===== src/rtl/rcgr_pkg.sv =====
// ============================================================================
// rcgr_pkg: shared types and constants for green highlight recovery
// Register map, configuration bundle, stage enables and fixed-point widths.
// ============================================================================
package rcgr_pkg;

	// Pipeline depth from the input beat to the output register.
	localparam int NUM_STAGES = 6;

	// Configuration port.
	localparam int CFG_INDEX_BITS = 3;
	localparam int CFG_DATA_BITS  = 24;
	localparam int INV_BITS       = 24;
	localparam int LEVEL_BITS     = 16;

	// Fixed-point widths that do not depend on the pixel width.
	localparam int T_BITS  = 26; // clamped headroom, Q24
	localparam int WP_BITS = 42; // slope times headroom
	localparam int W_BITS  = 20; // signed blend weight, Q14

	// Reset values of the registers.
	localparam logic [INV_BITS-1:0]   RANGE_RECIP_RST  = 24'd256;
	localparam logic [LEVEL_BITS-1:0] LEVEL_RST        = 16'hFFFF;
	localparam logic [LEVEL_BITS-1:0] Q14_ONE          = 16'd16384;
	localparam logic [LEVEL_BITS-1:0] WEIGHT_SLOPE_RST = 16'd0;

	typedef enum logic [CFG_INDEX_BITS-1:0] {
		REG_RANGE_RECIP   = 3'd0,
		REG_BRIGHT_LEVEL  = 3'd1,
		REG_CLIP_RED      = 3'd2,
		REG_CLIP_BLUE     = 3'd3,
		REG_RECIP_RED     = 3'd4,
		REG_RECIP_BLUE    = 3'd5,
		REG_WEIGHT_BASE   = 3'd6,
		REG_WEIGHT_SLOPE  = 3'd7
	} reg_index_t;

	typedef struct packed {
		logic [INV_BITS-1:0]   range_recip;
		logic [LEVEL_BITS-1:0] bright_level;
		logic [LEVEL_BITS-1:0] clip_level_red;
		logic [LEVEL_BITS-1:0] clip_level_blue;
		logic [LEVEL_BITS-1:0] recip_factor_red;
		logic [LEVEL_BITS-1:0] recip_factor_blue;
		logic [LEVEL_BITS-1:0] weight_base;
		logic [LEVEL_BITS-1:0] weight_slope;
	} cfg_t;

	// Load enables, one per pipeline stage; s1 sits in the lowest bit.
	typedef struct packed {
		logic s6;
		logic s5;
		logic s4;
		logic s3;
		logic s2;
		logic s1;
	} stage_en_t;

endpackage


===== src/rtl/rcgr_blend.sv =====
// ============================================================================
// rcgr_blend: weighted blend, rounding and saturation (stages 5 and 6)
// The weight times the excess is split into two partial products, which are
// summed with the scaled green, rounded, saturated and held for output.
// ============================================================================
module rcgr_blend #(
	parameter int PIXEL_BITS = 17
) (
	input  logic                                 clk,
	input  rcgr_pkg::stage_en_t                  en,
	input  logic signed [rcgr_pkg::W_BITS-1:0]   w_s4,
	input  logic [PIXEL_BITS+17:0]               d_s4,
	input  logic signed [PIXEL_BITS-1:0]         green_s4,
	input  logic                                 recov_s4,
	output logic signed [PIXEL_BITS-1:0]         green_out_s6,
	output logic                                 recov_s6
);

	localparam int W_BITS  = rcgr_pkg::W_BITS;
	localparam int D_BITS  = PIXEL_BITS + 18;
	localparam int LO_BITS = 24;
	localparam int HI_BITS = D_BITS - LO_BITS;
	localparam int PL_BITS = W_BITS + LO_BITS + 1;
	localparam int PH_BITS = W_BITS + HI_BITS + 1;
	localparam int AW      = PIXEL_BITS + 40;
	localparam int RW      = AW - 29;

	localparam logic signed [AW-1:0] ROUND_ACC = AW'(1 << 28);
	localparam logic signed [RW-1:0] PMAX      = RW'((1 << (PIXEL_BITS - 1)) - 1);
	localparam logic signed [RW-1:0] PMIN      = RW'(-(1 << (PIXEL_BITS - 1)));

	logic signed [LO_BITS:0]      d_lo_x;
	logic signed [HI_BITS:0]      d_hi_x;
	logic signed [PL_BITS-1:0]    p_lo_s5;
	logic signed [PH_BITS-1:0]    p_hi_s5;
	logic signed [PIXEL_BITS-1:0] green_s5;
	logic                         recov_s5;

	logic signed [AW-1:0]         acc;
	logic signed [RW-1:0]         res;
	logic signed [PIXEL_BITS-1:0] sat;

	assign d_lo_x = {1'b0, d_s4[LO_BITS-1:0]};
	assign d_hi_x = {1'b0, d_s4[D_BITS-1:LO_BITS]};

	always_ff @(posedge clk) begin
		if (en.s5) begin
			p_lo_s5  <= w_s4 * d_lo_x;
			p_hi_s5  <= w_s4 * d_hi_x;
			green_s5 <= green_s4;
			recov_s5 <= recov_s4;
		end
	end

	assign acc = (AW'(green_s5) <<< 29) + (AW'(p_hi_s5) <<< LO_BITS) + AW'(p_lo_s5) + ROUND_ACC;
	assign res = acc[AW-1:29];

	always_comb begin
		priority if (res > PMAX) begin
			sat = PIXEL_BITS'(PMAX);
		end else if (res < PMIN) begin
			sat = PIXEL_BITS'(PMIN);
		end else begin
			sat = PIXEL_BITS'(res);
		end
	end

	always_ff @(posedge clk) begin
		if (en.s6) begin
			green_out_s6 <= recov_s5 ? sat : green_s5;
			recov_s6     <= recov_s5;
		end
	end

endmodule


===== config.mk =====
export PLATFORM = sky130hd
export DESIGN_NAME = rcgr_blend
export DESIGN_NICKNAME = d
export VERILOG_FILES = /design/src/rtl/rcgr_pkg.sv /design/src/rtl/rcgr_blend.sv
export SDC_FILE = /design/constraint.sdc
export NUM_CORES = 2
export LEC_CHECK = 0
export BUFFER_PORTS_ARGS = -buffer_cell sky130_fd_sc_hd__buf_4
export CAP_MARGIN = 40
export CORE_MARGIN = 8
export CORE_UTILIZATION = 60
export DETAILED_ROUTE_END_ITERATION = 7
export HOLD_SLACK_MARGIN = 0.12
export PLACE_DENSITY = 0.74
export SETUP_SLACK_MARGIN = 0.15
export SLEW_MARGIN = 10
export SYNTH_ARGS = -nofsm -noshare
export SYNTH_HDL_FRONTEND = slang
export SYNTH_SLANG_ARGS = --single-unit
export TNS_END_PERCENT = 1

===== constraint.sdc =====
create_clock -name clk -period 10.2 [get_ports clk]
set_input_delay 2.04 -clock clk [delete_from_list [all_inputs] [get_ports clk]]
set_output_delay 2.04 -clock clk [all_outputs]
set_load 0.02 [all_outputs]

==> reports/metrics.cfg <==
[status]
status=finished clean

[critical_path]
ff2ff_path_depth=12
cp_data_required_time_ns=10.32
worstSetupStartpointType=input pin
timing.rr.start=p_lo_s5[44]
cp-startpoint=w_s4[5]
cp_data_arrival_time_ns=9.49
cp-endpoint=p_lo_s5[39]
cp-end-kind=flip-flop
r2r_setup_slack_ns=5.08
r2r_end=green_out_s6[2]
worstSetupPathType=in -> reg
crit_path_max_fanout=35

[floorplan]
die_area_um2=54400
io_pins=98
initial_core_util_pct=60.8
die_h_um=233
die_w_um=233
rows=79
core_um2=46600

[logic_synthesis]
ys_types=69
synth_top_area_share_pct=43.6
yosys_warnings=0
synth_top_cell_by_area=fa_1
synth_nets=3973
ys_top_cells_by_area=fa_1 (44%), ha_1 (12%), edfxtp_1 (9.4%)
synth_flop_cell=edfxtp_1
netlist_instances=2995
synth_edf_count=89
syn_area_um2=28300
synth-seq-cells=89
synthArstFlopShare_pct=0
yosysSeqAreaShare_pct=9.44
avgSynthCellArea_um2=9.45

[cts]
clk_latency_ns=0.35
cts_resized=0
path_clk_slew_ns=0.07
cts.sinks=89
post_cts_buffers=0
clock_path_buffers=2
cts_hold_buf=0
cts_buffers=9
cts_tree=built
root_buffer=clkbuf_16
htreeDepth=3

[finish]
layout_commonest_cell=inv_1
areaGrowthSynthToFinish_pct=4.69
drive_above_1_share_pct=4.88
utilization_pct=63.7
nets=3946
final_cell_mix=inv_1 (667), fa_1 (616), nand2_1 (385)

[placed_design]
io_buffers=93
dpl.hpwl_um=52700
gp_congestion=0.915

[timing]
setup_viol=0
setup_tns_ns=0
rsz0062_at_grt=no
drv_slew=0
skew_ns=0.00715
tightestPinTransition_ns=0.903
fin_crit_sh_pct=91.8
hold_viol_final=0
slew_headroom_pct=39.6
fmax_mhz=107
period_minus_slack_ns=9.37

[grt]
grt_pass1_vias=22600
grt_overflow_total=0
grt_max_degree=72
track_usage_pct=25.4
grt_pass1_wl_um=111000
antenna_found_initial=2

[routing]
wl_um=66400
ant_nets=0
drt_iter0_markers=1321
viasPerCell=5.61
vias=20100
wire_per_inst_um=18.5
first_pass_iters=6
remaining_drc_errors=0

[flow_run]
maxCapViolations=0

[worst_hold_path]
worst_hold_path_type=reg -> reg

[registers in the layout (all words and copies together) (netlist names)]
signal / count
recov_s6: 1
green_s5: 17
green_out_s6: 17
p_hi_s5: 32
p_lo_s5: 21
recov_s5: 1
[cell families after synthesis]
| logic type | Yosys count | share of synthesized area [%] |
|---|---|---|
| buffers and inverters | 807 | 10.8 |
| DFF | 89 | 9.44 |
| and+or+nand+nor | 896 | 15.7 |
| AOI/OAI and AO/OA | 227 | 5.61 |
| xor gates and xnor gates | 78 | 2.41 |
| adders and majority gates | 898 | 56.0 |
[worst min path at each step]
stage | from | endpoint | slack, ns | cells after the start
after floorplan | recov_s5 | recov_s6 | 0.42 | 0
after global routing | green_s5[7] | green_out_s6[7] | 0.70 | 2
final | green_s5[1] | green_out_s6[1] | 0.66 | 2
after global placement | green_s5[0] | green_out_s6[0] | 0.63 | 2
after detailed placement | green_s5[2] | green_out_s6[2] | 0.63 | 2
after CTS | green_s5[3] | green_out_s6[3] | 0.66 | 2
[metal layers]
metal / track usage (%) / vias up / routed length, µm
li1: - / 8910 / -
met1: 32.6 / 10300 / 26800
met2: 44.5 / 756 / 32900
met3: 4.69 / 124 / 5080
met4: 5.83 / 2 / 1550
met5: 0 / - / 13
[cells in the mapped netlist, drive strengths merged (18+ instances only)]
cell type and number:
ha 282, a21o 49, o21ai 36, and2 342, nor2 73, inv 667, xor2 20, edfxtp 89
nand2 385, nor3 18, xnor2 58, clkbuf 134, a21oi 76, fa 616
[worst max-delay path, cell delays in order]
cell,delay [ns]
buf_4,0.42
nand2_1,0.15
fa_1,0.56
inv_1,0.05
fa_1,0.53
inv_1,0.05
fa_1,0.49
inv_1,0.05
fa_1,0.56
fa_1,0.43
fa_1,0.51
fa_1,0.44
ha_1,0.36
a21o_1,0.19
a21o_1,0.18
a21oi_1,0.26
nand2_1,0.07
a2111oi_0,0.43
buf_4,0.22
nor4_1,0.08
or2_2,0.34
a211o_1,0.28
a21oi_1,0.28
o21ai_0,0.15
xor2_1,0.35
[layout make-up]
type                            count  area, µm²
Clock inverter                      7       95.1
Antenna cell                        1       2.50
Clock buffer                        9        225
Fill cell                        3699      16900
Sequential cell                    89       2670
Inverter                          667       2500
Tap cell                          607        759
Multi-Input combinational cell   2099      22600
Timing Repair Buffer              102        786
[through the flow]
stage               instances  hold slack, ns  worst slack (ns)  area, µm²
CTS                      3579           0.662             0.954      29600
global route             3580           0.698             0.628      29600
floorplan                2995           0.424              1.11      28300
finish                   3581           0.657             0.834      29600
global placement         3563           0.628             0.722      29300
detailed placement       3563           0.632             0.623      29300
Power is not shown: default switching activity piles up to over one toggle a cycle in this logic, so the estimate is an artifact.
