File: config.mk
export PLATFORM = sky130hd
export DESIGN_NAME = rcgr_ctrl
export DESIGN_NICKNAME = d
export VERILOG_FILES = /design/src/rtl/rcgr_pkg.sv /design/src/rtl/rcgr_ctrl.sv
export SDC_FILE = /design/constraint.sdc
export NUM_CORES = 1
export LEC_CHECK = 0
export BUFFER_PORTS_ARGS = -buffer_cell sky130_fd_sc_hd__buf_2
export CAP_MARGIN = 20
export CORE_AREA = 2 2 39 41
export CTS_CLUSTER_DIAMETER = 50
export CTS_CLUSTER_SIZE = 14
export DETAILED_ROUTE_END_ITERATION = 8
export DIE_AREA = 0 0 41 43
export HOLD_SLACK_MARGIN = 0.15
export SLEW_MARGIN = 20
export SYNTH_ARGS = -nofsm -noshare
export SYNTH_HDL_FRONTEND = slang
export SYNTH_SLANG_ARGS = --single-unit
File: constraint.sdc
create_clock -name clk -period 1.5 [get_ports clk]
set_input_delay 0.075 -clock clk [delete_from_list [all_inputs] [get_ports clk]]
set_output_delay 0.075 -clock clk [all_outputs]
set_load 0.005 [all_outputs]
File: src/rtl/rcgr_pkg.sv
// ============================================================================
// rcgr_pkg: shared types and constants for green highlight recovery
// Register map, configuration bundle, stage enables and fixed-point widths.
// ============================================================================
package rcgr_pkg;

	// Pipeline depth from the input beat to the output register.
	localparam int NUM_STAGES = 6;

	// Configuration port.
	localparam int CFG_INDEX_BITS = 3;
	localparam int CFG_DATA_BITS  = 24;
	localparam int INV_BITS       = 24;
	localparam int LEVEL_BITS     = 16;

	// Fixed-point widths that do not depend on the pixel width.
	localparam int T_BITS  = 26; // clamped headroom, Q24
	localparam int WP_BITS = 42; // slope times headroom
	localparam int W_BITS  = 20; // signed blend weight, Q14

	// Reset values of the registers.
	localparam logic [INV_BITS-1:0]   RANGE_RECIP_RST  = 24'd256;
	localparam logic [LEVEL_BITS-1:0] LEVEL_RST        = 16'hFFFF;
	localparam logic [LEVEL_BITS-1:0] Q14_ONE          = 16'd16384;
	localparam logic [LEVEL_BITS-1:0] WEIGHT_SLOPE_RST = 16'd0;

	typedef enum logic [CFG_INDEX_BITS-1:0] {
		REG_RANGE_RECIP   = 3'd0,
		REG_BRIGHT_LEVEL  = 3'd1,
		REG_CLIP_RED      = 3'd2,
		REG_CLIP_BLUE     = 3'd3,
		REG_RECIP_RED     = 3'd4,
		REG_RECIP_BLUE    = 3'd5,
		REG_WEIGHT_BASE   = 3'd6,
		REG_WEIGHT_SLOPE  = 3'd7
	} reg_index_t;

	typedef struct packed {
		logic [INV_BITS-1:0]   range_recip;
		logic [LEVEL_BITS-1:0] bright_level;
		logic [LEVEL_BITS-1:0] clip_level_red;
		logic [LEVEL_BITS-1:0] clip_level_blue;
		logic [LEVEL_BITS-1:0] recip_factor_red;
		logic [LEVEL_BITS-1:0] recip_factor_blue;
		logic [LEVEL_BITS-1:0] weight_base;
		logic [LEVEL_BITS-1:0] weight_slope;
	} cfg_t;

	// Load enables, one per pipeline stage; s1 sits in the lowest bit.
	typedef struct packed {
		logic s6;
		logic s5;
		logic s4;
		logic s3;
		logic s2;
		logic s1;
	} stage_en_t;

endpackage

File: src/rtl/rcgr_ctrl.sv
// ============================================================================
// rcgr_ctrl: pipeline flow control
// Tracks a valid bit per stage and lets each stage load when it is empty or
// when the stage after it moves on, so bubbles close up under a stall.
// ============================================================================
module rcgr_ctrl (
	input  logic                  clk,
	input  logic                  arst_n,
	input  logic                  in_valid,
	output logic                  in_ready,
	output logic                  out_valid,
	input  logic                  out_ready,
	output rcgr_pkg::stage_en_t   en
);

	localparam int N = rcgr_pkg::NUM_STAGES;

	logic [N-1:0] valid_q;
	logic [N-1:0] ready;
	logic [N-1:0] valid_in;

	always_comb begin
		ready[N-1] = !valid_q[N-1] || out_ready;
		for (int i = N - 2; i >= 0; i--) begin
			ready[i] = !valid_q[i] || ready[i+1];
		end
	end

	assign valid_in = {valid_q[N-2:0], in_valid};

	always_ff @(posedge clk or negedge arst_n) begin
		if (!arst_n) begin
			valid_q <= '0;
		end else begin
			for (int i = 0; i < N; i++) begin
				if (ready[i]) begin
					valid_q[i] <= valid_in[i];
				end
			end
		end
	end

	assign in_ready  = ready[0];
	assign out_valid = valid_q[N-1];
	assign en        = rcgr_pkg::stage_en_t'(ready);

endmodule

==> summary.txt <==
Clocking
  • Clock Latency Late Sink: 0.24 ns
  • Clock Tree Buf Depth: 2
  • H-tree depth: 1
  • TritonCTS clock tree: done
  • Clk sinks: 6
  • Post-CTS sizing: 0
  • CTS Root Cell: clkbuf_4
  • CTS buffer count: 3
  • Post-CTS setup buffers: 0
  • Worst-path clk slew: 0.05 ns

Floorplan
  • Die H: 43 um
  • Core area: 0.001384 mm^2
  • Initial core utilization: 18.54%
  • Die ar.: 0.001763 mm^2
  • Number of placed I/O pins: 12
  • Row count: 14
  • Die width: 41 um

Status
  • Status: completed

Logic synthesis
  • Share of the yosys chip area belonging to registers: 58.54%
  • Post-synthesis cell area: 256.5 um^2
  • Synth unique cells: 14
  • Post-synth net total: 25
  • Seq cells post-synth: 6
  • Mapped Cells: 21
  • Yosys warns: 0
  • Avg Cell Area, Syn: 12.21 um^2

Placement
  • IO Port Bufs: 11
  • Pre-CTS setup slack: 0.4128 ns
  • Placed instance area: 312.8 um^2
  • GPL Wtd Cong: 0.6538

Layout
  • Design area: 365.4 um^2
  • Fillers: 153
  • Layout cells sized above 1: 38.89%
  • Number of diodes: 0
  • Most flop-heavy register: valid_q
  • Largest regs: valid_q: 6 flops
  • Synth-to-layout area growth: 42.44%
  • Final Net Count: 42
  • Max FFs per register: 6

Pwr
  • Power per Cell Area: 1206 mW/mm^2
  • Clock Power Share: 34.7%
  • Pwr Total: 440.6 uW
  • Int Pwr: 319.3 uW
  • VDD IR max: 0.0006913 V
  • LEAKAGE: 0.1619 nW
  • Sequential power share: 46.7%
  • Sw frac: 27.54%
  • Gate power share: 18.6%
  • Sw power: 121.3 uW

Critical path
  • Crit-path slowest cell: and4b_1
  • Critical Path End: in_ready
  • Crit path DAT: 1.29 ns
  • Critical path peak fanout: 8
  • Startpoint type of the worst setup path: flop
  • Max incr delay on CP: 0.38 ns
  • Crit path kind: flop to output port
  • Crit. Startpoint: valid_q[5]$_DFFE_PN0P_
  • R2R Path Start: valid_q[4]$_DFFE_PN0P_
  • Worst EP required: 1.42 ns
  • FF-to-FF End: valid_q[0]$_DFFE_PN0P_
  • FF-to-FF path depth: 2
  • Reg2Reg Setup Slack: 0.43 ns
  • Critical Path Sink Type: output port
  • Cell Chain, Critical Path: and4b_1, nand4_1, buf_2

Drt
  • Initial DRT Pass Iterations: 4
  • Routed length on met1: 260 um
  • Drt wl/cell: 10.58 um
  • Drt drc: 0
  • Vias/cell: 4.058
  • Routed vias: 211
  • Routed WL: 550 um
  • Highest routed layer: met3
  • WL met2: 217 um
  • Starting DRT DRC Count: 2
  • DRT antenna net count: 0
  • Met3 wire len: 71 um

Global route
  • Largest net degree at the start of global routing: 9
  • Vias in the first global route: 202
  • First-pass GRT wire length: 883 um
  • Antenna violations before repair: 0
  • Total GRT Usage: 8.586%
  • Total global routing overflow: 0

Run
  • Maxcap violations: 0

STA
  • Setup Skew: 0.0009267 ns
  • # setup viols final: 0
  • Final Hold Fails: 0
  • Worst-margin pin slew: 0.3019 ns
  • Setup TNS: 0 ns
  • Final setup margin: 0.1311 ns
  • Post-layout min period: 1.369 ns
  • Final period util: 91.26%
  • Max transition margin: 79.86%
  • RSZ-0062 raised after global routing: no
  • Fmax: 730.5 MHz
  • Slew Limit Fails: 0

Min path
  • Hold Path Class: input port to asynchronous set/reset pin
==> routing by layer <==
layer / global-route usage, % / up-vias
li1: - / 104
met1: 9.836 / 93
met2: 9.688 / 14
met3: 9.424 / 0
met4: 4.000 / 0
met5: 0 / -
==> per-stage QoR <==
| stage | hold slack (ns) | utilization (%) | cells |
|---|---|---|---|
| floorplan | -0.2206 | - | 21 |
| global placement | -0.09535 | 22.60 | 46 |
| detailed placement | -0.09589 | 22.60 | 46 |
| CTS | 0.1813 | 26.40 | 52 |
| global route | 0.1860 | 26.40 | 52 |
| finish | 0.1794 | 26.40 | 52 |
==> layout make-up <==
| cell class | count | area, um^2 | area share, % |
|---|---|---|---|
| Inverter | 1 | 3.754 | 1.027 |
| Sequential cell | 6 | 150.1 | 41.10 |
| Clock buffer | 3 | 22.52 | 6.164 |
| Multi-Input combinational cell | 12 | 83.83 | 22.95 |
| Tap cell | 16 | 20.02 | 5.479 |
| Timing Repair Buffer | 14 | 85.08 | 23.29 |
==> how the worst min path moves through the flow <==
stage	startpoint	endpoint	slack (ns)	cells past startpoint
5_1_grt	arst_n	valid_q[1]$_DFFE_PN0P_	0.19	2
2_1_floorplan	arst_n	valid_q[0]$_DFFE_PN0P_	-0.22	0
6_report	arst_n	valid_q[1]$_DFFE_PN0P_	0.18	2
3_3_place_gp	arst_n	valid_q[4]$_DFFE_PN0P_	-0.1	1
4_1_cts	arst_n	valid_q[4]$_DFFE_PN0P_	0.18	2
3_5_place_dp	arst_n	valid_q[4]$_DFFE_PN0P_	-0.1	1
==> worst max-delay path: cells and delay by family, from the launching register on <==
family                 cells  cell delay, ns
AND/OR/NAND/NOR            2            0.53
buffers and inverters      1            0.15
flip-flops                 1            0.37
==> synth_stat cells, drive strengths merged <==
cell / number / area [um^2]
dfrtp: 6 / 150.1
nand2b: 3 / 18.77
buf: 2 / 18.77
a21o: 1 / 7.510
a31o: 1 / 8.760
a41o: 1 / 10.01
and4b: 1 / 10.01
inv: 1 / 3.750
nand2: 1 / 3.750
nand3: 1 / 5.000
nand3b: 1 / 7.510
nand4: 1 / 6.260
or2: 1 / 6.260
==> layout by cell type (no fill, tap or decap) <==
cell type	synthesis	routed
nand3_1	1	1
and4b_1	1	1
clkbuf_4	0	3
a31o_1	1	1
nand2_1	1	1
a21o_1	1	1
nand4_1	1	1
dfrtp_1	6	6
a41o_1	1	1
inv_1	1	1
nand3b_1	1	1
dlygate4sd3_1	0	3
nand2b_1	3	3
buf_2	0	11
or2_1	1	1
==> power by group through the flow <==
stage	Combinational, mW	Clock [mW]	Sequential, mW
2_1_floorplan	0.0541	0	0.202
3_3_place_gp	0.0753	0	0.206
3_5_place_dp	0.0760	0	0.208
4_1_cts	0.0831	0.158	0.205
5_1_grt	0.0920	0.177	0.210
6_report	0.0820	0.153	0.206
==> kinds of logic (layout without fill, tap and decap cells) <==
group	count (synthesis)	in the layout	synth area share, %
compound gates	3	3	10.25
flops	6	6	58.54
buf+inv	3	18	8.780
simple gates	9	9	22.44
==> repair_timing <==
action | CTS | global route
hold endpoints to repair | 9 | 0
endpoints found under the setup margin | 0 | 0
hold buffers | 3 | 0
No activity file was read; power rests on OpenSTA's default activity.
