--- src/rtl/rcgr_pkg.sv ---
// ============================================================================
// rcgr_pkg: shared types and constants for green highlight recovery
// Register map, configuration bundle, stage enables and fixed-point widths.
// ============================================================================
package rcgr_pkg;

	// Pipeline depth from the input beat to the output register.
	localparam int NUM_STAGES = 6;

	// Configuration port.
	localparam int CFG_INDEX_BITS = 3;
	localparam int CFG_DATA_BITS  = 24;
	localparam int INV_BITS       = 24;
	localparam int LEVEL_BITS     = 16;

	// Fixed-point widths that do not depend on the pixel width.
	localparam int T_BITS  = 26; // clamped headroom, Q24
	localparam int WP_BITS = 42; // slope times headroom
	localparam int W_BITS  = 20; // signed blend weight, Q14

	// Reset values of the registers.
	localparam logic [INV_BITS-1:0]   RANGE_RECIP_RST  = 24'd256;
	localparam logic [LEVEL_BITS-1:0] LEVEL_RST        = 16'hFFFF;
	localparam logic [LEVEL_BITS-1:0] Q14_ONE          = 16'd16384;
	localparam logic [LEVEL_BITS-1:0] WEIGHT_SLOPE_RST = 16'd0;

	typedef enum logic [CFG_INDEX_BITS-1:0] {
		REG_RANGE_RECIP   = 3'd0,
		REG_BRIGHT_LEVEL  = 3'd1,
		REG_CLIP_RED      = 3'd2,
		REG_CLIP_BLUE     = 3'd3,
		REG_RECIP_RED     = 3'd4,
		REG_RECIP_BLUE    = 3'd5,
		REG_WEIGHT_BASE   = 3'd6,
		REG_WEIGHT_SLOPE  = 3'd7
	} reg_index_t;

	typedef struct packed {
		logic [INV_BITS-1:0]   range_recip;
		logic [LEVEL_BITS-1:0] bright_level;
		logic [LEVEL_BITS-1:0] clip_level_red;
		logic [LEVEL_BITS-1:0] clip_level_blue;
		logic [LEVEL_BITS-1:0] recip_factor_red;
		logic [LEVEL_BITS-1:0] recip_factor_blue;
		logic [LEVEL_BITS-1:0] weight_base;
		logic [LEVEL_BITS-1:0] weight_slope;
	} cfg_t;

	// Load enables, one per pipeline stage; s1 sits in the lowest bit.
	typedef struct packed {
		logic s6;
		logic s5;
		logic s4;
		logic s3;
		logic s2;
		logic s1;
	} stage_en_t;

endpackage

--- src/rtl/rcgr_extrap.sv ---
// ============================================================================
// rcgr_extrap: products, recovery decision and headroom (stages 1 and 2)
// Scales red and blue by their reciprocal factors, measures how far the
// extrapolated green lies above the real one and clamps the headroom term.
// ============================================================================
module rcgr_extrap #(
	parameter int PIXEL_BITS       = 17,
	parameter int WEIGHT_CLAMP_Q14 = 16384
) (
	input  logic                            clk,
	input  rcgr_pkg::stage_en_t             en,
	input  rcgr_pkg::cfg_t                  cfg,
	input  logic signed [PIXEL_BITS-1:0]    red,
	input  logic signed [PIXEL_BITS-1:0]    green,
	input  logic signed [PIXEL_BITS-1:0]    blue,
	output logic [rcgr_pkg::T_BITS-1:0]     t_s2,
	output logic [PIXEL_BITS+17:0]          d_s2,
	output logic signed [PIXEL_BITS-1:0]    green_s2,
	output logic                            recov_s2
);

	localparam int PR_BITS  = PIXEL_BITS + 17;
	localparam int PG_BITS  = PIXEL_BITS + 25;
	localparam int SUM_BITS = PIXEL_BITS + 19;
	localparam int D_BITS   = PIXEL_BITS + 18;
	localparam int TF_BITS  = PIXEL_BITS + 26;
	localparam int T_BITS   = rcgr_pkg::T_BITS;

	localparam logic signed [TF_BITS-1:0] ONE_Q24 = TF_BITS'(1 << 24);
	localparam logic signed [TF_BITS-1:0] T_MAX_X = TF_BITS'(WEIGHT_CLAMP_Q14 * 1024);

	// Stage 1 inputs, widened for signed compares against unsigned levels.
	logic signed [PR_BITS-1:0]  red_x, green_x, blue_x;
	logic signed [PR_BITS-1:0]  bright_x, clip_r_x, clip_b_x;
	logic signed [16:0]         rf_x, bf_x;
	logic signed [24:0]         inv_x;
	logic signed [PR_BITS-1:0]  prod_r, prod_b;
	logic signed [PG_BITS-1:0]  prod_g;

	logic signed [PR_BITS-1:0]    prod_r_s1, prod_b_s1;
	logic signed [PG_BITS-1:0]    prod_g_s1;
	logic signed [PIXEL_BITS-1:0] green_s1;
	logic                         recov_s1;

	logic signed [SUM_BITS-1:0] diff;
	logic signed [TF_BITS-1:0]  t_full;
	logic [T_BITS-1:0]          t_clamp;
	logic [D_BITS-1:0]          d_pos;

	assign red_x    = PR_BITS'(red);
	assign green_x  = PR_BITS'(green);
	assign blue_x   = PR_BITS'(blue);
	assign bright_x = PR_BITS'(cfg.bright_level);
	assign clip_r_x = PR_BITS'(cfg.clip_level_red);
	assign clip_b_x = PR_BITS'(cfg.clip_level_blue);
	assign rf_x     = {1'b0, cfg.recip_factor_red};
	assign bf_x     = {1'b0, cfg.recip_factor_blue};
	assign inv_x    = {1'b0, cfg.range_recip};

	assign prod_r = red_x * rf_x;
	assign prod_b = blue_x * bf_x;
	assign prod_g = green * inv_x;

	always_ff @(posedge clk) begin
		if (en.s1) begin
			prod_r_s1 <= prod_r;
			prod_b_s1 <= prod_b;
			prod_g_s1 <= prod_g;
			green_s1  <= green;
			recov_s1  <= (green_x > bright_x) && ((red_x > clip_r_x) || (blue_x > clip_b_x));
		end
	end

	// The half in the mean of red and blue is folded into the 2^15 scale.
	assign diff = SUM_BITS'(prod_r_s1) + SUM_BITS'(prod_b_s1) - (SUM_BITS'(green_s1) <<< 15);
	assign d_pos = (diff > 0) ? D_BITS'(diff) : '0;

	assign t_full = ONE_Q24 - TF_BITS'(prod_g_s1);

	always_comb begin
		priority if (t_full < 0) begin
			t_clamp = '0;
		end else if (t_full > T_MAX_X) begin
			t_clamp = T_BITS'(T_MAX_X);
		end else begin
			t_clamp = T_BITS'(t_full);
		end
	end

	always_ff @(posedge clk) begin
		if (en.s2) begin
			t_s2     <= t_clamp;
			d_s2     <= d_pos;
			green_s2 <= green_s1;
			recov_s2 <= recov_s1;
		end
	end

endmodule

--- config.mk ---
export PLATFORM = sky130hd
export DESIGN_NAME = rcgr_extrap
export DESIGN_NICKNAME = d
export VERILOG_FILES = /design/src/rtl/rcgr_pkg.sv /design/src/rtl/rcgr_extrap.sv
export SDC_FILE = /design/constraint.sdc
export NUM_CORES = 2
export LEC_CHECK = 0
export ABC_AREA = 1
export BUFFER_PORTS_ARGS = -buffer_cell sky130_fd_sc_hd__buf_2
export CAP_MARGIN = 20
export CORE_MARGIN = 1
export CORE_UTILIZATION = 49
export CTS_CLUSTER_DIAMETER = 200
export CTS_CLUSTER_SIZE = 24
export DETAILED_ROUTE_END_ITERATION = 8
export HOLD_SLACK_MARGIN = 0.12
export PLACE_DENSITY = 0.66
export SETUP_SLACK_MARGIN = 0.15
export SYNTH_ARGS = -nofsm -noshare
export SYNTH_HDL_FRONTEND = slang
export SYNTH_SLANG_ARGS = --single-unit
--- constraint.sdc ---
create_clock -name clk -period 9.9 [get_ports clk]
set_input_delay 1.98 -clock clk [delete_from_list [all_inputs] [get_ports clk]]
set_output_delay 1.98 -clock clk [all_outputs]
set_load 0.02 [all_outputs]
==> results.cfg <==
[synthesis]
post_synth_inst_count = 6215
synthFlopType = sky130_fd_sc_hd__edfxtp_1
synthMostInstantiatedCell = sky130_fd_sc_hd__inv_1
synth_edf_count = 207
ys_seq_elements = 207
synth.cell_area_mm2 = 0.0492
synth_fp_nets = 7729
synth_cell_type_count = 58
synthArstFlopShare_pct = 0
syn_area_per_cell_um2 = 7.91
synth.top_cells.by_count = 1948 x sky130_fd_sc_hd__inv_1, 1514 x sky130_fd_sc_hd__nand2_1, 906 x sky130_fd_sc_hd__fa_1
synth_largest_type_area_fraction_pct = 36.9
post_synth_main_area_contributors = sky130_fd_sc_hd__fa_1 37%, sky130_fd_sc_hd__inv_1 15%, sky130_fd_sc_hd__edfxtp_1 13%
yosysWarnings = 0
ys_seq_area_share_pct = 12.6
synth_largest_area_cell = sky130_fd_sc_hd__fa_1

[floorplan]
ios = 273
die_x_um = 319
placeableCoreArea_mm2 = 0.0989
dieHeight_um = 319
die-area_mm2 = 0.102
initial_utilization_pct = 49.8
rows = 115

[worst_setup_path]
worst_setup_path_startpoint = cfg[50]
reg2reg_depth = 19
worst_setup_start_kind = primary input
critPathBufInv = 6
crit_type = in -> reg
timing.critical_path.arrival_ps = 8130
critical_path.slowest_cell = sky130_fd_sc_hd__fa_1
crit_cells = 23
cp_max_fo = 17
critPathRequiredTime_ps = 10140
timing.critical_path.to_type = flip-flop
max_stage_delay_ps = 870
critical-path-top-delay-family = adder cells
r2r_start = green_s1[0]
cells_traversed_along_the_worst_timing_path = buf_2 > nand2_1 > inv_1 > fa_1 > fa_1 > inv_1 > fa_1 > fa_1 > inv_1 > fa_1 > inv_1 > fa_1 > inv_1 > ha_1 > nand2_1 > nor4_1 > nand2_1 > o211ai_1 > nand2_1 > o211ai_1 > nand2_1 > nand2_1 > xnor2_1

[sta]
worst_case_clock_skew_ps = 41.2
hold_viol = 0
fmaxAchievable_mhz = 127
timing.final.setup_violations = 0
fin_crit_sh_pct = 79.7
grt_setup_unrepaired = false
worst_pin_slew_ps = 965
maxSlewViolCount = 0
max-slew-margin-rel_pct = 35.5
tns_ps = 0
finalWorstPathRequiredPeriod_ps = 7890

[route]
drt-pass1-iter-count = 8
total_via_count_in_the_routed_design = 37800
dr.first_iter.drc_count = 2268
drt_wl_total_um = 125000
ant_nets = 0
detail_route.wl_per_cell_um = 16.6
drcViolationCount = 0
via_per_inst = 5.02

[hold_path]
worstHoldPathType = reg -> reg
worst_hold_startpoint = green_s1[14]
min_delay_path_depth = 0

[global_routing]
grt_pass1_wl_um = 208000
maximum_number_of_pins_on_one_net_before_global_route_repair = 68
grt_remaining_overflow = 0
initial_antenna_violation_count = 5
number_of_global_route_vias_before_repair = 39600
gr-usage-all-layers_pct = 25.7

[clock_network]
cts_post_setup_buffers_inserted = 0
postCtsHoldBufs = 0
cts.reportedPaths.clkPinSlew_ps = 110
cts_root_buffer = sky130_fd_sc_hd__clkbuf_16
ctsLongestPathBuffers = 3
cts_max_level = 1
clk-insertion-delay-late_ps = 510
cts-resized-gates = 0
cts_buffers = 12
clock_sinks = 207
cts_tree = yes

[place]
hpwlAfterDp_um = 102000
port_buffers = 236
routabilityCongestion = 0.931

[layout]
fillers = 9499
final_net_count = 7759
final_layout_size_suffix_gt1_share_pct = 5.44
area_growth_syn_to_layout_pct = 4.61

[job]
cap_violations = 0

[outcome]
run_status = completed
## flip-flops by register name (all words and copies together), names as in the netlist
name	flops
prod_g_s1	42
d_s2	35
prod_r_s1	34
recov_s1	1
t_s2	26
green_s2	17
recov_s2	1
prod_b_s1	34
green_s1	17
## kinds of logic (layout without fill, tap and decap cells)
family                   after synthesis  after routing  synth area share (%)
buffers and inverters               2184           2214                  16.8
AND/OR/NAND/NOR                     2044           2044                  16.9
adder cells (fa/ha/maj)             1320           1320                  47.4
AO/OA/AOI/OAI                        327            327                  3.89
flip-flops                           207            207                  12.6
XOR/XNOR                             132            132                  2.35
other                                  1              2               0.00762
## final timing paths
kind,endpoint,slack [ps]
min reg2reg,green_s2[14],460
max reg2reg,d_s2[23],5880
max,prod_r_s1[33],2010
min,green_s2[14],460
## through the flow
step                util, %  area, µm²  setup slack (ps)  std cells  hold WS [ps]
finish                 52.1      51500              2010       7533           459
global route           52.1      51500              1600       7532           478
CTS                    52.1      51500              2060       7532           458
detailed placement     51.7      51100              1540       7518           464
global placement       51.7      51100              1560       7518           456
floorplan                 -      49200              2180       6215           400
## layout by cell type, fill, tap and decap left out, types with 10 or more instances in the layout
cell,netlist,layout
sky130_fd_sc_hd__a21boi_0,10,10
sky130_fd_sc_hd__a21o_1,12,12
sky130_fd_sc_hd__a21oi_1,165,165
sky130_fd_sc_hd__a21oi_2,20,20
sky130_fd_sc_hd__and2_1,10,10
sky130_fd_sc_hd__buf_2,1,234
sky130_fd_sc_hd__clkbuf_16,0,12
sky130_fd_sc_hd__edfxtp_1,207,207
sky130_fd_sc_hd__fa_1,906,906
sky130_fd_sc_hd__ha_1,414,414
sky130_fd_sc_hd__inv_1,1948,1948
sky130_fd_sc_hd__inv_2,10,10
sky130_fd_sc_hd__nand2_1,1514,1514
sky130_fd_sc_hd__nand3_1,131,131
sky130_fd_sc_hd__nand3b_1,14,14
sky130_fd_sc_hd__nand4_1,37,37
sky130_fd_sc_hd__nor2_1,246,246
sky130_fd_sc_hd__nor2_2,14,14
sky130_fd_sc_hd__nor3_1,26,26
sky130_fd_sc_hd__nor4_1,10,10
sky130_fd_sc_hd__o211ai_1,12,12
sky130_fd_sc_hd__o21ai_0,64,64
sky130_fd_sc_hd__o21bai_1,11,11
sky130_fd_sc_hd__xnor2_1,60,60
sky130_fd_sc_hd__xor2_1,72,72
## routing by layer
| metal | share of wire, % | GRT usage (%) | vias to the layer above |
|---|---|---|---|
| met1 | 46 | 36.4 | 18700 |
| li1 | - | - | 17900 |
| met3 | 6.0 | 2.97 | 127 |
| met5 | 0 | 0 | - |
| met4 | 1.4 | 3.88 | 0 |
| met2 | 47 | 43.0 | 1049 |
## final cells by class
cell class / instances / area, µm² / area share (%)
clock buffer: 12 / 300 / 0.584
sequential: 207 / 6220 / 12.1
antenna: 1 / 2.50 / 0.00486
inverter: 1960 / 7360 / 14.3
tap: 1287 / 1610 / 3.13
timing repair buffer: 240 / 1220 / 2.36
clock inverter: 2 / 27.5 / 0.0535
multi-input combinational: 3824 / 34700 / 67.5
Power is left out: the tool's default activity adds up to more than one toggle a clock period on the data nets, which glitch-free logic cannot reach.
