==> src/rtl/rcgr_pkg.sv <==
// ============================================================================
// rcgr_pkg: shared types and constants for green highlight recovery
// Register map, configuration bundle, stage enables and fixed-point widths.
// ============================================================================
package rcgr_pkg;

	// Pipeline depth from the input beat to the output register.
	localparam int NUM_STAGES = 6;

	// Configuration port.
	localparam int CFG_INDEX_BITS = 3;
	localparam int CFG_DATA_BITS  = 24;
	localparam int INV_BITS       = 24;
	localparam int LEVEL_BITS     = 16;

	// Fixed-point widths that do not depend on the pixel width.
	localparam int T_BITS  = 26; // clamped headroom, Q24
	localparam int WP_BITS = 42; // slope times headroom
	localparam int W_BITS  = 20; // signed blend weight, Q14

	// Reset values of the registers.
	localparam logic [INV_BITS-1:0]   RANGE_RECIP_RST  = 24'd256;
	localparam logic [LEVEL_BITS-1:0] LEVEL_RST        = 16'hFFFF;
	localparam logic [LEVEL_BITS-1:0] Q14_ONE          = 16'd16384;
	localparam logic [LEVEL_BITS-1:0] WEIGHT_SLOPE_RST = 16'd0;

	typedef enum logic [CFG_INDEX_BITS-1:0] {
		REG_RANGE_RECIP   = 3'd0,
		REG_BRIGHT_LEVEL  = 3'd1,
		REG_CLIP_RED      = 3'd2,
		REG_CLIP_BLUE     = 3'd3,
		REG_RECIP_RED     = 3'd4,
		REG_RECIP_BLUE    = 3'd5,
		REG_WEIGHT_BASE   = 3'd6,
		REG_WEIGHT_SLOPE  = 3'd7
	} reg_index_t;

	typedef struct packed {
		logic [INV_BITS-1:0]   range_recip;
		logic [LEVEL_BITS-1:0] bright_level;
		logic [LEVEL_BITS-1:0] clip_level_red;
		logic [LEVEL_BITS-1:0] clip_level_blue;
		logic [LEVEL_BITS-1:0] recip_factor_red;
		logic [LEVEL_BITS-1:0] recip_factor_blue;
		logic [LEVEL_BITS-1:0] weight_base;
		logic [LEVEL_BITS-1:0] weight_slope;
	} cfg_t;

	// Load enables, one per pipeline stage; s1 sits in the lowest bit.
	typedef struct packed {
		logic s6;
		logic s5;
		logic s4;
		logic s3;
		logic s2;
		logic s1;
	} stage_en_t;

endpackage

==> src/rtl/rcgr_weight.sv <==
// ============================================================================
// rcgr_weight: blend weight (stages 3 and 4)
// Multiplies the clamped headroom by the slope, rounds to Q14 and subtracts
// the result from the base weight.
// ============================================================================
module rcgr_weight #(
	parameter int PIXEL_BITS = 17
) (
	input  logic                                   clk,
	input  rcgr_pkg::stage_en_t                    en,
	input  rcgr_pkg::cfg_t                         cfg,
	input  logic [rcgr_pkg::T_BITS-1:0]            t_s2,
	input  logic [PIXEL_BITS+17:0]                 d_s2,
	input  logic signed [PIXEL_BITS-1:0]           green_s2,
	input  logic                                   recov_s2,
	output logic signed [rcgr_pkg::W_BITS-1:0]     w_s4,
	output logic [PIXEL_BITS+17:0]                 d_s4,
	output logic signed [PIXEL_BITS-1:0]           green_s4,
	output logic                                   recov_s4
);

	localparam int WP_BITS = rcgr_pkg::WP_BITS;
	localparam int W_BITS  = rcgr_pkg::W_BITS;
	localparam int D_BITS  = PIXEL_BITS + 18;

	localparam logic [WP_BITS:0] ROUND_HALF = (WP_BITS + 1)'(1 << 23);

	logic [WP_BITS-1:0]             wp_s3;
	logic [D_BITS-1:0]              d_s3;
	logic signed [PIXEL_BITS-1:0]   green_s3;
	logic                           recov_s3;

	logic [WP_BITS:0]               rnd_sum;
	logic [WP_BITS-24:0]            rnd;
	logic signed [W_BITS-1:0]       w_next;

	always_ff @(posedge clk) begin
		if (en.s3) begin
			wp_s3    <= cfg.weight_slope * t_s2;
			d_s3     <= d_s2;
			green_s3 <= green_s2;
			recov_s3 <= recov_s2;
		end
	end

	assign rnd_sum = (WP_BITS + 1)'(wp_s3) + ROUND_HALF;
	assign rnd     = rnd_sum[WP_BITS:24];
	assign w_next  = W_BITS'(cfg.weight_base) - W_BITS'(rnd);

	always_ff @(posedge clk) begin
		if (en.s4) begin
			w_s4     <= w_next;
			d_s4     <= d_s3;
			green_s4 <= green_s3;
			recov_s4 <= recov_s3;
		end
	end

endmodule

==> config.mk <==
export PLATFORM = sky130hd
export DESIGN_NAME = rcgr_weight
export DESIGN_NICKNAME = d
export VERILOG_FILES = /design/src/rtl/rcgr_pkg.sv /design/src/rtl/rcgr_weight.sv
export SDC_FILE = /design/constraint.sdc
export NUM_CORES = 1
export LEC_CHECK = 0
export BUFFER_PORTS_ARGS = -buffer_cell sky130_fd_sc_hd__buf_2
export CAP_MARGIN = 20
export CORE_UTILIZATION = 59
export CTS_CLUSTER_SIZE = 30
export DETAILED_ROUTE_END_ITERATION = 10
export PLACE_DENSITY_LB_ADDON = 0.1
export SETUP_SLACK_MARGIN = 0.5
export SKIP_LAST_GASP = 1
export SLEW_MARGIN = 20
export SYNTH_ARGS = -nofsm -noshare
export SYNTH_HDL_FRONTEND = slang
export SYNTH_SLANG_ARGS = --single-unit
==> constraint.sdc <==
create_clock -name clk -period 7.72 [get_ports clk]
set_input_delay 0.772 -clock clk [delete_from_list [all_inputs] [get_ports clk]]
set_output_delay 0.772 -clock clk [all_outputs]
set_load 0.005 [all_outputs]
==> flow_metrics.env, run 1 <==
export IMPL_h_tree_depth=4
export IMPL_async_flop_share=0
export IMPL_clock_tree_root_cell="clkbuf_16"
export IMPL_die_y_um=176.8
export IMPL_synth_simple_area_share=0.1371
export IMPL_p_sw_frac=0.4932
export IMPL_worstSetupPathType="input pin to flip-flop"
export IMPL_power_frac_seq=0.140
export IMPL_max_clock_freq_mhz=149.6
export IMPL_clock_latency_ns=0.42
export IMPL_io_pins=295
export IMPL_cp_end_kind="flip-flop"
export IMPL_placed_area_mm2=0.01925
export IMPL_drive_above_1_share=0.1221
export IMPL_drt_total_wl_mm=41.83
export IMPL_regArea_mm2=0.004354
export IMPL_reg2reg_slack_ns=4.24
export IMPL_numPortBuffers=186
export IMPL_synth_mux_area_frac=0.0008329
export IMPL_synth_edff_count=145
export IMPL_core_mm2=0.02987
export IMPL_gp_congestion=0.8662
export IMPL_yosysUniqueCellTypes=52
export IMPL_reg2reg_to="w_s4[18]$_DFFE_PP_"
export IMPL_power_frac_comb=0.778
export IMPL_multi_input_area_mm2=0.01202
export IMPL_clock_power_share=0.082
export IMPL_worstHoldPathType="flip-flop to flip-flop"
export IMPL_internal_power_uw=4966
export IMPL_cts_made_buffers=17
export IMPL_skew_ns=0.008887
export IMPL_grt_pass1_wl_mm=68.50
export IMPL_grt_max_degree=74
export IMPL_hold_violations=0
export IMPL_final_setup_tns_ns=0
export IMPL_rsz0062_at_grt="false"
export IMPL_areaGrowthSynthToFinish_pct=10.17
export IMPL_yosysMostFrequentCell="inv_1"
export IMPL_synth_compound_area_frac=0.04609
export IMPL_leakage_uw=0.009660
export IMPL_worstPathRequired_ns=7.89
export IMPL_synth_xor_xnor_area_share=0.02283
export IMPL_fp_dieW_um=176.8
export IMPL_drt_iter0_markers=790
export IMPL_fin_nets=2563
export IMPL_placed_cells=2250
export IMPL_min_period_ns=6.685
export IMPL_antenna_cells=0
export IMPL_path_cells="buf_2 > nand2_1 > fa_1 > fa_1 > fa_1 > fa_1 > inv_1 > fa_1 > fa_1 > ha_1 > and2_1 > a221oi_1 > o311a_1 > o21ai_2 > a211oi_1 > o21bai_1 > a221oi_1 > xnor2_1"
export IMPL_antenna_found_initial=0
export IMPL_path_buf_inv=2
export IMPL_synthFlopType="edfxtp_1"
export IMPL_yosysTopAreaCellShare=0.3709
export IMPL_synth_top_area_cell="fa_1"
export IMPL_cap_violations=0
export IMPL_ys_ff_latch=145
export IMPL_grt_pass1_vias=13200
export IMPL_ctsHoldBuffers=0
export IMPL_utilization=0.6648
export IMPL_peakVddDrop_mv=0.5042
export IMPL_setup_viol=0
export IMPL_cts_setup_buffers=0
export IMPL_ant_nets=0
export IMPL_synthTopCellsByCount="inv_1 (379), fa_1 (334), nand2_1 (262), and2_1 (168), edfxtp_1 (145)"
export IMPL_drc=0
export IMPL_final_cell_area_mm2=0.01986
export IMPL_worst_pin_slew_ns=0.9092
export IMPL_initial_utilization=0.6034
export IMPL_dieArea_mm2=0.03126
export IMPL_synth_seq_area_share=0.2415
export IMPL_synth_warnings=0
export IMPL_holdWs_ns=0.4094
export IMPL_max_slew_margin_rel=0.3939
export IMPL_arrival_ns=6.85
export IMPL_row_count=63
export IMPL_p_switching_uw=4833
export IMPL_syn_mean_instance_area_um2=10.42
export IMPL_clk_pin_slew_worst_paths_ns=0.07
export IMPL_crit_slowest_cell="fa_1"
export IMPL_holdPathEnd="d_s4[20]$_DFFE_PP_"
export IMPL_yosys_area_share_adder=0.4597
export IMPL_hpwl_mm=30.92
export IMPL_synth_top_family_by_area="adder cells"
export IMPL_syn_area_mm2=0.01803
export IMPL_min_from="d_s3[20]$_DFFE_PP_"
export IMPL_stdcell_count=2282
export IMPL_viasPerCell=5.422
export IMPL_cts_tree="built"
export IMPL_slowest_delay_ns=0.58
export IMPL_cp_max_fo=26
export IMPL_cts_sinks=145
export IMPL_wl_per_cell_um=18.33
export IMPL_grt_overflow=0
export IMPL_cts_buffer_depth=2
export IMPL_hold_depth=0
export IMPL_status="finished, final reports clean"
export IMPL_post_cts_resized=0
export IMPL_synth_area_top_cells="fa_1 (37%), edfxtp_1 (24%), ha_1 (8.9%)"
export IMPL_syn_nets=2414
export IMPL_synthCells=1730
export IMPL_powerDensity_mw_per_mm2=493.3
export IMPL_cp_start_kind="input pin"
export IMPL_n_fill_cell=2368
export IMPL_finalMaxSlewViolations=0
export IMPL_timing_final_crit_share=0.8659
export IMPL_num_vias=12370
export IMPL_rr_startpoint="wp_s3[23]$_DFFE_PP_"
export IMPL_grt_usage=0.2879
export IMPL_cp_top_family="adder cells"
export IMPL_cp_common_cell="fa_1"
export IMPL_rr_worst_depth=13
export IMPL_crit_start="cfg[1]"
export IMPL_firstDrtPassIters=5
[state kept, by name (all words and copies together) (netlist names)]
signal    flops
d_s3         35
d_s4         35
w_s4         20
wp_s3        19
green_s3     17
green_s4     17
recov_s3      1
recov_s4      1
[worst max-delay path by stage]
stage	end	cells after the start
global placement	wp_s3[38]$_DFFE_PP_	18
global route	wp_s3[38]$_DFFE_PP_	18
CTS	wp_s3[38]$_DFFE_PP_	18
finish	wp_s3[38]$_DFFE_PP_	18
floorplan	wp_s3[38]$_DFFE_PP_	23
detailed placement	wp_s3[38]$_DFFE_PP_	18
[metrics by stage]
step / setup slack [ns] / total power (uW)
2_1_floorplan: 1.207 / 7016
3_3_place_gp: 0.6546 / 8721
3_5_place_dp: 0.6057 / 8903
4_1_cts: 1.032 / 9783
5_1_grt: 0.7234 / 10970
6_report: 1.035 / 9798
[kinds of logic (layout without fill, tap and decap cells)]
kind of cell,count (synthesis),count (layout)
DFF,145,145
AOI/OAI and AO/OA,123,123
buffers and inverters,441,603
adders and majority gates,462,462
and+or+nand+nor,511,511
muxes,1,1
xor gates and xnor gates,47,47
[cell usage in the layout, fill, tap and decap left out, types with 29 or more instances in the layout]
cell type / netlist / routed
a21o_1: 31 / 31
ha_1: 128 / 128
a21oi_1: 31 / 31
buf_2: 0 / 186
edfxtp_1: 145 / 145
xnor2_1: 29 / 29
and2_1: 168 / 168
inv_1: 379 / 379
nand2_1: 262 / 262
fa_1: 334 / 334
[area by class of cell]
type | instances | share of cell area
clock buffers | 17 | 0.02142
clock inverters | 15 | 0.009134
inverters | 380 | 0.07182
multi-input cells | 1144 | 0.6051
flip-flops and latches | 145 | 0.2192
well taps | 390 | 0.02457
repair buffers | 191 | 0.04876
[power by group through the flow]
| stage | clock network [uW] | registers (uW) | logic [uW] |
|---|---|---|---|
| after floorplan | 0 | 1390 | 5630 |
| after global placement | 0 | 1380 | 7340 |
| after detailed placement | 0 | 1390 | 7520 |
| after CTS | 824 | 1370 | 7590 |
| after global routing | 854 | 1390 | 8730 |
| final | 806 | 1370 | 7620 |
[routing by layer]
layer	vias up	share of wire	global-route usage
met2	559	0.45	0.4624
met4	0	0.019	0.07004
met1	6173	0.43	0.4109
met5	-	0	0
met3	62	0.094	0.04790
li1	5580	-	-
Power figures use the tool's default switching activity.
==> inputs of run 2 (changes only) <==
- ABC_AREA: not set -> 1
- CORE_UTILIZATION: 59 -> 60
==> run 2 against run 1 <==
Compared with the run above:
- sequential share of layout area down 1.5 points
- cell area grew 7.1%
- via count up 20%
- non-clock buffer count shrank 3
- core utilization is 0.43 points higher
- flip-flop and latch count is the same
- worst hold slack better by 0.0058 ns
- maximum frequency rose by 7.6%
- wire length rose by 9.2%
- area after synthesis is 8.5% higher
- first-iteration DRC count rose by 2.5%
- synthesized cell count is 33% higher
- critical path type unchanged
- largest cell class unchanged
==> flow_metrics.env, run 2 <==
export IMPL_syn_mean_instance_area_um2=8.497
export IMPL_antenna_found_initial=1
export IMPL_worstPathRequired_ns=7.88
export IMPL_viasPerCell=5.208
export IMPL_gp_congestion=0.9354
export IMPL_max_slew_margin_rel=0.4003
export IMPL_arrival_ns=6.38
export IMPL_cts_buffer_depth=2
export IMPL_rsz0062_at_grt="false"
export IMPL_initial_utilization=0.6153
export IMPL_yosysTopAreaCellShare=0.3417
export IMPL_cp_start_kind="input pin"
export IMPL_h_tree_depth=4
export IMPL_path_cells="buf_2 > nand2_1 > fa_1 > inv_1 > fa_1 > inv_1 > fa_1 > inv_1 > fa_1 > fa_1 > inv_1 > fa_1 > inv_1 > ha_1 > nand2_1 > o21ai_0 > inv_1 > nand2_1 > inv_1 > nand2_1 > nand2_1 > nand3_1 > nand2_1"
export IMPL_drive_above_1_share=0.09649
export IMPL_status="finished, final reports clean"
export IMPL_post_cts_resized=0
export IMPL_worst_pin_slew_ns=0.8995
export IMPL_cap_violations=0
export IMPL_reg2reg_slack_ns=4.93
export IMPL_grt_max_degree=74
export IMPL_highest_layer="met4"
export IMPL_multi_input_area_mm2=0.01253
export IMPL_mostFrequentLayoutCell="nand2_1"
export IMPL_ctsHoldBuffers=0
export IMPL_path_buf_inv=8
export IMPL_crit_slowest_cell="buf_2"
export IMPL_setup_viol=0
export IMPL_reg2reg_to="w_s4[17]$_DFFE_PP_"
export IMPL_clock_tree_root_cell="clkbuf_16"
export IMPL_synthTopCellsByCount="nand2_1 (654), inv_1 (615), fa_1 (334), edfxtp_1 (145), ha_1 (128)"
export IMPL_synthFlopType="edfxtp_1"
export IMPL_regArea_mm2=0.004354
export IMPL_drc=0
export IMPL_synth_top_area_cell="fa_1"
export IMPL_numPortBuffers=186
export IMPL_synth_area_top_cells="fa_1 (34%), edfxtp_1 (22%), nand2_1 (13%)"
export IMPL_grt_pass1_vias=15870
export IMPL_hpwl_mm=36.62
export IMPL_holdWs_ns=0.4152
export IMPL_syn_nets=2987
export IMPL_cp_max_fo=26
export IMPL_dieArea_mm2=0.03334
export IMPL_final_setup_tns_ns=0
export IMPL_grt_usage=0.2946
export IMPL_hold_violations=0
export IMPL_cp_common_cell="inv_1"
export IMPL_holdPathEnd="green_s4[16]$_DFFE_PP_"
export IMPL_reg_top3="d_s3 x35, d_s4 x35, w_s4 x20"
export IMPL_cp_top_family="adder cells"
export IMPL_drt_total_wl_mm=45.68
export IMPL_yosysMostFrequentCell="nand2_1"
export IMPL_cts_setup_buffers=0
export IMPL_ant_nets=0
export IMPL_yosysUniqueCellTypes=36
export IMPL_cp_end_kind="flip-flop"
export IMPL_cts_tree="built"
export IMPL_finalMaxSlewViolations=0
export IMPL_skew_ns=0.009701
export IMPL_worstSetupPathType="input pin to flip-flop"
export IMPL_max_clock_freq_mhz=161.0
export IMPL_synth_edff_count=145
export IMPL_final_cell_mix="nand2_1 (654), inv_1 (615), fa_1 (334)"
export IMPL_rr_worst_depth=15
export IMPL_drt_met1_wl_mm=18.18
export IMPL_wl_met2_mm=22.41
export IMPL_async_flop_share=0
export IMPL_cts_made_buffers=17
export IMPL_cts_sinks=145
export IMPL_core_mm2=0.03180
export IMPL_grt_overflow=0
export IMPL_grt_pass1_wl_mm=76.23
export IMPL_n_fill_cell=2682
export IMPL_die_y_um=182.6
export IMPL_synthCells=2303
export IMPL_min_period_ns=6.213
export IMPL_timing_final_crit_share=0.8048
export IMPL_slowest_delay_ns=0.65
export IMPL_synth_seq_area_share=0.2225
export IMPL_row_count=65
export IMPL_hold_depth=0
export IMPL_fp_dieW_um=182.6
export IMPL_min_from="green_s3[16]$_DFFE_PP_"
export IMPL_ys_ff_latch=145
export IMPL_drt_iter0_markers=810
export IMPL_rr_startpoint="wp_s3[25]$_DFFE_PP_"
export IMPL_syn_area_mm2=0.01957
export IMPL_wl_met3_mm=3.448
export IMPL_worstHoldPathType="flip-flop to flip-flop"
export IMPL_firstDrtPassIters=5
export IMPL_fin_nets=3096
export IMPL_num_vias=14900
export IMPL_wl_per_cell_um=15.97
export IMPL_clk_pin_slew_worst_paths_ns=0.06
export IMPL_clock_latency_ns=0.42
export IMPL_areaGrowthSynthToFinish_pct=8.741
export IMPL_synth_warnings=0
export IMPL_io_pins=295
## run 2: cell types whose count changed after synthesis, moves of 25 or more
cell      delta
a21o_1      -26
a21oi_1     +30
nand3_1     +25
and2_1     -165
nand2_1    +392
nor2_1      +74
clkbuf_1    +35
inv_1      +236
## run 2: worst register-to-register path, stage by stage (launching register included)
cell      delay [ns]
edfxtp_1        0.45
nand3_2         0.13
nand3b_4        0.21
nor2_1          0.17
nand3_1         0.14
nor2_1          0.14
xnor2_1         0.15
ha_1            0.30
a21oi_1         0.20
o21ai_0         0.13
a21oi_1         0.15
nand2_1         0.13
nand3_2         0.11
nand2_2         0.06
nand2_1         0.05
nand2_1         0.04
## run 2: kinds of logic (layout without fill, tap and decap cells)
group / count (synthesis) / in the layout / synth area share
compound gates: 114 / 114 / 0.03159
xor+xnor: 31 / 31 / 0.01388
fa+ha+maj: 462 / 462 / 0.4236
buf+inv: 713 / 835 / 0.1369
flops: 145 / 145 / 0.2225
other cells: 0 / 1 / 0
simple gates: 838 / 838 / 0.1716
## run 2: through the flow
step             util  std cells  instance area, um^2  worst slack (ns)
6_report       0.6691       2861                21280             1.507
5_1_grt        0.6691       2861                21280             1.258
4_1_cts        0.6691       2860                21280             1.603
3_5_place_dp   0.6506       2828                20690             1.156
3_3_place_gp   0.6506       2828                20690             1.188
2_1_floorplan       -       2303                19570             1.803
## run 2: layout make-up
cell class                      instances  share of cell area
Multi-Input combinational cell       1445              0.5891
Sequential cell                       145              0.2046
Inverter                              615              0.1085
Timing Repair Buffer                  188             0.04445
Tap cell                              435             0.02558
Clock buffer                           19             0.02035
Clock inverter                         13            0.007292
Antenna cell                            1           0.0001176
## run 2: worst max-delay path by stage
stage                     cells past startpoint  startpoint                  end  slack [ns]
after floorplan                              22    t_s2[23]  wp_s3[29]$_DFFE_PP_        1.80
after global placement                       21      cfg[4]  wp_s3[40]$_DFFE_PP_        1.19
after detailed placement                     19      cfg[7]  wp_s3[29]$_DFFE_PP_        1.16
after CTS                                    19      cfg[7]  wp_s3[29]$_DFFE_PP_        1.60
after global routing                         19      cfg[7]  wp_s3[29]$_DFFE_PP_        1.26
final                                        23      cfg[7]  wp_s3[25]$_DFFE_PP_        1.51
## run 2: per-layer routing
layer / global-route usage / up-vias
li1: - / 6932
met1: 0.3622 / 7212
met2: 0.5200 / 630
met3: 0.04450 / 127
met4: 0.1193 / 0
met5: 0 / -
Power of run 2 is left out: the tool's default activity adds up to more than one toggle a clock period on the data nets, which glitch-free logic cannot reach.
